$ cat src/sv/e2q_pkg.sv
// Package for the Euler-angle to quaternion core.
// Holds CORDIC constants and the arctangent table; no dependencies.
`timescale 1ns / 1ps
`default_nettype none
package e2q_pkg;
    localparam int CORDIC_STEPS = 30;
    localparam int STEP_BITS = 5;
    localparam logic signed [33:0] CORDIC_GAIN_Q30 = 34'sd652032874;

    function automatic logic signed [33:0] atan_entry(input logic [STEP_BITS-1:0] idx);
        logic signed [33:0] r;
        begin
            case (idx)
                5'd0: r = 34'sh20000000;
                5'd1: r = 34'sh12E4051D;
                5'd2: r = 34'sh09FB385B;
                5'd3: r = 34'sh051111D4;
                5'd4: r = 34'sh028B0D43;
                5'd5: r = 34'sh0145D7E1;
                5'd6: r = 34'sh00A2F61E;
                5'd7: r = 34'sh00517C55;
                5'd8: r = 34'sh0028BE53;
                5'd9: r = 34'sh00145F2E;
                5'd10: r = 34'sh000A2F98;
                5'd11: r = 34'sh000517CC;
                5'd12: r = 34'sh00028BE6;
                5'd13: r = 34'sh000145F3;
                5'd14: r = 34'sh0000A2F9;
                5'd15: r = 34'sh0000517C;
                5'd16: r = 34'sh000028BE;
                5'd17: r = 34'sh0000145F;
                5'd18: r = 34'sh00000A2F;
                5'd19: r = 34'sh00000517;
                5'd20: r = 34'sh0000028B;
                5'd21: r = 34'sh00000145;
                5'd22: r = 34'sh000000A2;
                5'd23: r = 34'sh00000051;
                5'd24: r = 34'sh00000028;
                5'd25: r = 34'sh00000014;
                5'd26: r = 34'sh0000000A;
                5'd27: r = 34'sh00000005;
                5'd28: r = 34'sh00000002;
                5'd29: r = 34'sh00000001;
                default: r = 34'sd0;
            endcase
            return r;
        end
    endfunction
endpackage
`default_nettype wire

$ cat src/sv/e2q_cell.sv
// One CORDIC rotation cell for three angles at once.
// Depends on e2q_pkg for the arctangent table.
`timescale 1ns / 1ps
`default_nettype none
module e2q_cell
    import e2q_pkg::*;
#(
    parameter int STEP = 0
)
(
    input  wire logic               clk,
    input  wire logic               en,
    input  wire logic signed [33:0] x_in [3],
    input  wire logic signed [33:0] y_in [3],
    input  wire logic signed [33:0] z_in [3],
    output logic signed [33:0]      x_out [3],
    output logic signed [33:0]      y_out [3],
    output logic signed [33:0]      z_out [3]
);
    localparam logic signed [33:0] ATAN = atan_entry(STEP_BITS'(STEP));
    logic signed [33:0] x_reg [3];
    logic signed [33:0] y_reg [3];
    logic signed [33:0] z_reg [3];
    logic signed [33:0] x_next [3];
    logic signed [33:0] y_next [3];
    logic signed [33:0] z_next [3];

    always_comb
    begin
        for (int k = 0; k < 3; k++)
        begin
            if (!z_in[k][33])
            begin
                x_next[k] = x_in[k] - (y_in[k] >>> STEP);
                y_next[k] = y_in[k] + (x_in[k] >>> STEP);
                z_next[k] = z_in[k] - ATAN;
            end
            else
            begin
                x_next[k] = x_in[k] + (y_in[k] >>> STEP);
                y_next[k] = y_in[k] - (x_in[k] >>> STEP);
                z_next[k] = z_in[k] + ATAN;
            end
        end
    end

    always_ff @(posedge clk)
    begin
        if (en)
        begin
            x_reg <= x_next;
            y_reg <= y_next;
            z_reg <= z_next;
        end
    end

    assign x_out = x_reg;
    assign y_out = y_reg;
    assign z_out = z_reg;
endmodule
`default_nettype wire

$ cat config.mk
export PLATFORM = sky130hd
export DESIGN_NAME = e2q_cell
export DESIGN_NICKNAME = d
export VERILOG_FILES = /design/src/sv/e2q_pkg.sv /design/src/sv/e2q_cell.sv
export SDC_FILE = /design/constraint.sdc
export NUM_CORES = 1
export LEC_CHECK = 0
export ABC_AREA = 0
export BUFFER_PORTS_ARGS = -buffer_cell sky130_fd_sc_hd__buf_4
export CAP_MARGIN = 20
export CORE_AREA = 5 5 235 237
export CTS_CLUSTER_SIZE = 40
export DETAILED_ROUTE_END_ITERATION = 12
export DIE_AREA = 0 0 240 242
export GPL_TIMING_DRIVEN = 0
export PLACE_DENSITY_LB_ADDON = 0.08
export SLEW_MARGIN = 5
export SYNTH_ARGS = -nofsm -noshare
export SYNTH_HDL_FRONTEND = slang
export SYNTH_SLANG_ARGS = --single-unit
$ cat constraint.sdc
create_clock -name clk -period 4.6 [get_ports clk]
set_input_delay 0.69 -clock clk [delete_from_list [all_inputs] [get_ports clk]]
set_output_delay 0.69 -clock clk [all_outputs]
set_load 0.03 [all_outputs]
== After elaboration in Yosys (flattened, before gate mapping) ==
Cells that the tools add are included.
Cells by class
  mux-type cells: 9
  add/sub/neg operators: 15
Operator list (count)
  $mux W34: 9
  $sub A34 B34 Y34: 6
  $add A34 B31 Y34 const B: 3
  $add A34 B34 Y34: 3
  $sub A34 B31 Y34 const B: 3
Storage, ports and cells
  register bits: 306
  logic and storage cells: 33
  input bits: 308

== Depth between registers and ports, before layout ==
Gate-level depths: netlist of run 1.
  word-level depth: 2
  gate-level depth with buffers: 14
  gate-level depth less buffers: 13

== Worst setup path before layout of run 1 ==
No wires, ideal clock.
  kind: input port to flip-flop
  start: in x_in[68] in the netlist's numbering
  end: reg y_reg (netlist bit y_out[94]) (data pin)
  slack: 1288 ps
  buffers on the path: 0
  arrival time: 3043 ps
  stages: 12
  path through: ha_1 fa_1 nor2b_1 o21ai_1 a32oi_4 a2111oi_4 o21ai_4 a21oi_1 o2bb2ai_1 a41oi_2 o22ai_1 xnor2_1
RTL lines
  start: declaration: RTL line e2q_cell.sv:13  | input wire logic signed [33:0] x_in [3],
  end signal: assignment: RTL line e2q_cell.sv:52  | y_reg <= y_next;
  end: declaration: RTL line e2q_cell.sv:22  | logic signed [33:0] y_reg [3];

==> impl_metrics.env, run 1 <==
export IMPL_outcome="completed"
export IMPL_grt_pass1_vias=25300
export IMPL_crit_path_start_kind="input port"
export IMPL_vias=25900
export IMPL_synth_nets=3565
export IMPL_ant_nets=0
export IMPL_hold_viol_final=0
export IMPL_synth_area_mux_share=0.0163
export IMPL_fillCellCount=4543
export IMPL_fmax_mhz=249
export IMPL_path_cells="buf_4 -> inv_1 -> ha_1 -> fa_1 -> nand2b_1 -> a21oi_1 -> o211ai_1 -> a21oi_1 -> a21o_1 -> a21oi_1 -> o221ai_1 -> a21boi_0 -> o22ai_1 -> xnor2_1"
export IMPL_synth_area_top_cells="edfxtp_1 34%, ha_1 15%, a21oi_1 6.9%, xnor2_1 5.4%, inv_1 4.2%"
export IMPL_firstDrtPassIters=6
export IMPL_synth_cells=2936
export IMPL_crit_buf_inv=2
export IMPL_die_h_um=242
export IMPL_maxSlewViolCount=0
export IMPL_power_frac_seq=0.335
export IMPL_cp_end_kind="register"
export IMPL_path_max_fanout=4
export IMPL_avgSynthCellArea_um2=8.99
export IMPL_switching_share=0.385
export IMPL_pin_count=614
export IMPL_synthFlopType="edfxtp_1"
export IMPL_min_path_type="input port to register"
export IMPL_numCtsBuffers=36
export IMPL_antenna_found_initial=5
export IMPL_utilization=0.624
export IMPL_portBuffers=612
export IMPL_leakagePower_nw=14.7
export IMPL_synth_warnings=0
export IMPL_maxSlewHeadroom=0.301
export IMPL_ctsHtreeMaxLevel=2
export IMPL_grt_first_pass_wirelength_um=152000
export IMPL_start_util=0.497
export IMPL_row_count=85
export IMPL_worstHoldPathCells=1
export IMPL_cts_resized=0
export IMPL_p_sw_w=0.00428
export IMPL_cts_setup_buffers=0
export IMPL_synth_edff_count=303
export IMPL_drt_wl_total_um=103000
export IMPL_cpPeakStageDelay_ns=0.54
export IMPL_synth_simple_area_share=0.117
export IMPL_dieWidth_um=240
export IMPL_nets=4218
export IMPL_vias_per_cell=6.00
export IMPL_comb_power_share=0.404
export IMPL_area_growth_pct=25.5
export IMPL_worst_pin_slew_ns=1.05
export IMPL_gp_congestion=0.998
export IMPL_hold_buffers=0
export IMPL_ys_seq_area_frac=0.345
export IMPL_fp_coreArea_mm2=0.0531
export IMPL_drv_cap=0
export IMPL_synth_top_family_by_area="compound AO/OA/AOI/OAI gates"
export IMPL_synth_fa_ha_area_frac=0.156
export IMPL_crit_type="input port to register"
export IMPL_synth_xor_area_frac=0.0664
export IMPL_cts_num_sinks=303
export IMPL_synth_compound_area_share=0.234
export IMPL_synth_largest_area_cell="edfxtp_1"
export IMPL_avgRoutedWirePerCell_um=23.9
export IMPL_powerDensity_mw_per_mm2=336
export IMPL_rsz0062_at_grt="no"
export IMPL_crit_family="compound AO/OA/AOI/OAI gates"
export IMPL_detailed_place_hpwl_um=83700
export IMPL_cp_num_cells=14
export IMPL_clock_path_buffers=3
export IMPL_power_internal_w=0.00684
export IMPL_drtIter0Drc=2911
export IMPL_path_common_cell="a21oi_1"
export IMPL_fin_hold_ws_ns=0.296
export IMPL_required_ns=4.89
export IMPL_synth_seq_cells=303
export IMPL_clkPwrFrac=0.261
export IMPL_netlist_area_leader_share=0.345
export IMPL_post_route_min_period_ns=4.02
export IMPL_ir_drop_v=0.000330
export IMPL_clockRootBuffer="clkbuf_16"
export IMPL_clk_pin_slew_worst_paths_ns=0.06
export IMPL_timing_setup_tns_ns=0
export IMPL_synth_area_mm2=0.0264
export IMPL_layout_drive_gt1_share=0.213
export IMPL_grt_overflow_total=0
export IMPL_die_area_mm2=0.0581
export IMPL_grt_usage=0.335
export IMPL_grt_max_degree=121
export IMPL_synth_distinct_cells=91
export IMPL_setup_viol=0
export IMPL_cts_tree="done"
export IMPL_crit_slowest_cell="o221ai_1"
export IMPL_cp_arrival_ns=4.31
export IMPL_finalCritPeriodShare=0.874
export IMPL_synthArstFlopShare=0
export IMPL_drc_errors=0
worst paths after layout:
kind	start	end	slack [ns]
hold / removal	z_in[6]	z_out[6]$_DFFE_PP_	0.30
setup / recovery	x_in[68]	x_out[98]$_DFFE_PP_	0.58
synthesized netlist by cell type, drive strengths merged, types with 30 or more instances:
master	count
edfxtp	303
o21bai	64
inv	304
nor2b	38
ha	309
xnor2	162
clkbuf	69
o21ai	224
nor3	70
nand2b	31
nand3	35
a21o	66
nand4	30
nor2	237
a21oi	367
a211oi	33
buf	62
xor2	38
mux2i	43
nand2	126
area by class of cell:
class                           count  area [um^2]  area share
Buffer                            131          561      0.0169
Clock inverter                     29          288     0.00868
Clock buffer                       37          905      0.0273
Timing Repair Buffer              615         4670       0.141
Multi-Input combinational cell   2192        15600       0.470
Inverter                          310         1160      0.0351
Antenna cell                        3         7.51    0.000227
Tap cell                          696          871      0.0263
Sequential cell                   303         9100       0.275
per-layer routing:
| metal | global-route usage | routed length (um) | part of all wire | up-vias |
|---|---|---|---|---|
| li1 | - | - | - | 11800 |
| met1 | 0.419 | 39900 | 0.39 | 12400 |
| met2 | 0.565 | 48900 | 0.47 | 1438 |
| met3 | 0.0795 | 10000 | 0.097 | 274 |
| met4 | 0.117 | 4280 | 0.041 | 4 |
| met5 | 0 | 34 | 0.00033 | - |
cells in the final DEF, fill, tap and decap left out, types with 30 or more instances in the layout:
master and n:
nand2b_1 31, nor2_1 236, mux2i_1 43, o21bai_1 64
a211oi_1 31, nand3_1 35, nand4_1 30, buf_2 34
nand2_1 126, nor3_1 67, clkbuf_1 70, o21ai_1 34
ha_1 309, xor2_1 38, xnor2_1 162, a21o_1 66
edfxtp_1 303, inv_1 295, a21oi_1 365, nor2b_1 38
clkbuf_16 36, buf_4 616, o21ai_0 187
power groups by stage:
stage | combinational, W | sequential, W | clock [W]
floorplan | 0.00188 | 0.00454 | 0
global placement | 0.00437 | 0.00378 | 0
detailed placement | 0.00441 | 0.00377 | 0
CTS | 0.00443 | 0.00373 | 0.00297
global route | 0.00475 | 0.00376 | 0.00309
finish | 0.00450 | 0.00372 | 0.00291
cell families after synthesis:
kind of cell | Yosys count
AOI/OAI and AO/OA | 977
muxes | 43
DFF | 303
buffers and inverters | 441
xor gates and xnor gates | 200
adders and majority gates | 321
and+or+nand+nor | 651
stage by stage:
step | std cells | power (W) | cell area [um^2] | setup slack, ns
4_1_cts | 4313 | 0.0111 | 33100 | 0.839
3_3_place_gp | 4244 | 0.00814 | 31900 | 0.215
6_report | 4316 | 0.0111 | 33100 | 0.579
5_1_grt | 4316 | 0.0116 | 33100 | 0.425
3_5_place_dp | 4247 | 0.00818 | 31900 | 0.251
2_1_floorplan | 2936 | 0.00642 | 26400 | 1.29
registers in the layout, indices dropped and copies added, names as in the netlist:
register  flops
z_out       102
y_out       101
x_out       100
No activity file was read; power rests on OpenSTA's default activity.
==> run 2, diff against run 1 <==
--- a/config.mk
+++ b/config.mk
@@ -9,7 +9,7 @@
 export BUFFER_PORTS_ARGS = -buffer_cell sky130_fd_sc_hd__buf_4
 export CAP_MARGIN = 20
 export CORE_AREA = 5 5 235 237
-export CTS_CLUSTER_SIZE = 40
+export CTS_CLUSTER_SIZE = 8
 export DETAILED_ROUTE_END_ITERATION = 12
 export DIE_AREA = 0 0 240 242
 export GPL_TIMING_DRIVEN = 0
==> constraint.sdc (replaced) <==
create_clock -name clk -period 5.15 [get_ports clk]
set_input_delay 0.7725 -clock clk [delete_from_list [all_inputs] [get_ports clk]]
set_output_delay 0.7725 -clock clk [all_outputs]
set_load 0.03 [all_outputs]
==> impl_metrics.env, run 2 (synthesis gave the netlist of run 1 again) <==
export IMPL_outcome="completed"
export IMPL_nets=4228
export IMPL_layout_drive_gt1_share=0.212
export IMPL_power_internal_w=0.00632
export IMPL_comb_power_share=0.395
export IMPL_path_max_fanout=4
export IMPL_worstHoldPathCells=1
export IMPL_area_growth_pct=26.0
export IMPL_die_area_mm2=0.0581
export IMPL_numCtsBuffers=46
export IMPL_hold_viol_final=0
export IMPL_worst_pin_slew_ns=1.09
export IMPL_grt_max_degree=121
export IMPL_crit_type="input port to register"
export IMPL_drc_errors=0
export IMPL_grt_usage=0.337
export IMPL_start_util=0.497
export IMPL_required_ns=5.47
export IMPL_min_path_type="input port to register"
export IMPL_detailed_place_hpwl_um=83700
export IMPL_cts_tree="done"
export IMPL_dieWidth_um=240
export IMPL_drv_cap=0
export IMPL_row_count=85
export IMPL_drt_wl_total_um=104000
export IMPL_firstDrtPassIters=5
export IMPL_utilization=0.627
export IMPL_switching_share=0.379
export IMPL_pin_count=614
export IMPL_setup_viol=0
export IMPL_grt_overflow_total=0
export IMPL_vias_per_cell=6.05
export IMPL_leakagePower_nw=14.8
export IMPL_gp_congestion=0.998
export IMPL_powerDensity_mw_per_mm2=306
export IMPL_p_sw_w=0.00386
export IMPL_final_cell_mix="616 x buf_4, 365 x a21oi_1, 309 x ha_1"
export IMPL_cp_arrival_ns=4.37
export IMPL_clock_path_buffers=3
export IMPL_hold_buffers=0
export IMPL_maxSlewViolCount=0
export IMPL_grt_first_pass_wirelength_um=153000
export IMPL_ctsHtreeMaxLevel=2
export IMPL_cts_setup_buffers=0
export IMPL_post_route_min_period_ns=4.05
export IMPL_avgRoutedWirePerCell_um=24.1
export IMPL_die_h_um=242
export IMPL_fin_hold_ws_ns=0.336
export IMPL_final_common_cell="buf_4"
export IMPL_vias=26100
export IMPL_cts_num_sinks=303
export IMPL_fmax_mhz=247
export IMPL_portBuffers=612
export IMPL_power_frac_seq=0.327
export IMPL_drtIter0Drc=2872
export IMPL_clockRootBuffer="clkbuf_16"
export IMPL_crit_path_start_kind="input port"
export IMPL_clkPwrFrac=0.278
export IMPL_timing_setup_tns_ns=0
export IMPL_ant_nets=0
export IMPL_maxSlewHeadroom=0.274
export IMPL_fp_coreArea_mm2=0.0531
export IMPL_cp_end_kind="register"
export IMPL_rsz0062_at_grt="no"
export IMPL_cts_resized=0
export IMPL_largest_reg_flops=102
export IMPL_finalCritPeriodShare=0.786
export IMPL_clk_pin_slew_worst_paths_ns=0.06
export IMPL_antenna_found_initial=7
export IMPL_fillCellCount=4545
export IMPL_ir_drop_v=0.000271
export IMPL_grt_pass1_vias=25400
-- run 2: power groups by stage --
stage	clock network, W	registers [W]	logic, W
final	0.00283	0.00333	0.00402
after CTS	0.00288	0.00333	0.00396
after floorplan	0	0.00406	0.00168
after global routing	0.00299	0.00336	0.00424
after global placement	0	0.00337	0.00390
after detailed placement	0	0.00337	0.00394
-- run 2: cell type report --
class	count	area, um^2	area share
multi-input combinational	2192	15600	0.468
sequential	303	9100	0.273
timing repair buffer	615	4670	0.140
clock buffer	50	1170	0.0350
inverter	310	1160	0.0350
tap	696	871	0.0262
buffer	131	561	0.0168
clock inverter	9	161	0.00485
antenna	3	7.51	0.000226
-- run 2: metrics by stage --
step | instance area, um^2 | instances | setup WS (ns) | total power [W]
floorplan | 26400 | 2936 | 1.76 | 0.00573
finish | 33300 | 4309 | 1.10 | 0.0102
CTS | 33300 | 4306 | 1.33 | 0.0102
global route | 33300 | 4309 | 0.884 | 0.0106
detailed placement | 31900 | 4247 | 0.719 | 0.00731
global placement | 31900 | 4244 | 0.682 | 0.00727
-- run 2: path summary, 6_finish.rpt --
kind | endpoint | slack (ns) | from
worst max-delay path | x_out[98]$_DFFE_PP_ | 1.10 | x_in[68]
worst min-delay path | z_out[52]$_DFFE_PP_ | 0.34 | z_in[52]
-- run 2: per-layer routing --
layer / part of all wire / vias to the layer above / GRT usage
met5: 0.00056 / - / 0
met4: 0.043 / 8 / 0.126
met3: 0.097 / 280 / 0.0800
met2: 0.47 / 1491 / 0.565
met1: 0.39 / 12500 / 0.422
li1: - / 11800 / -
-- run 2: critical path, cell delays in order --
cell,delay [ns]
buf_4,0.10
inv_1,0.06
ha_1,0.23
fa_1,0.38
nand2b_1,0.18
a21oi_1,0.25
o211ai_1,0.21
a21oi_1,0.52
a21o_1,0.23
a21oi_1,0.12
o221ai_1,0.54
a21boi_0,0.24
o22ai_1,0.10
xnor2_1,0.42
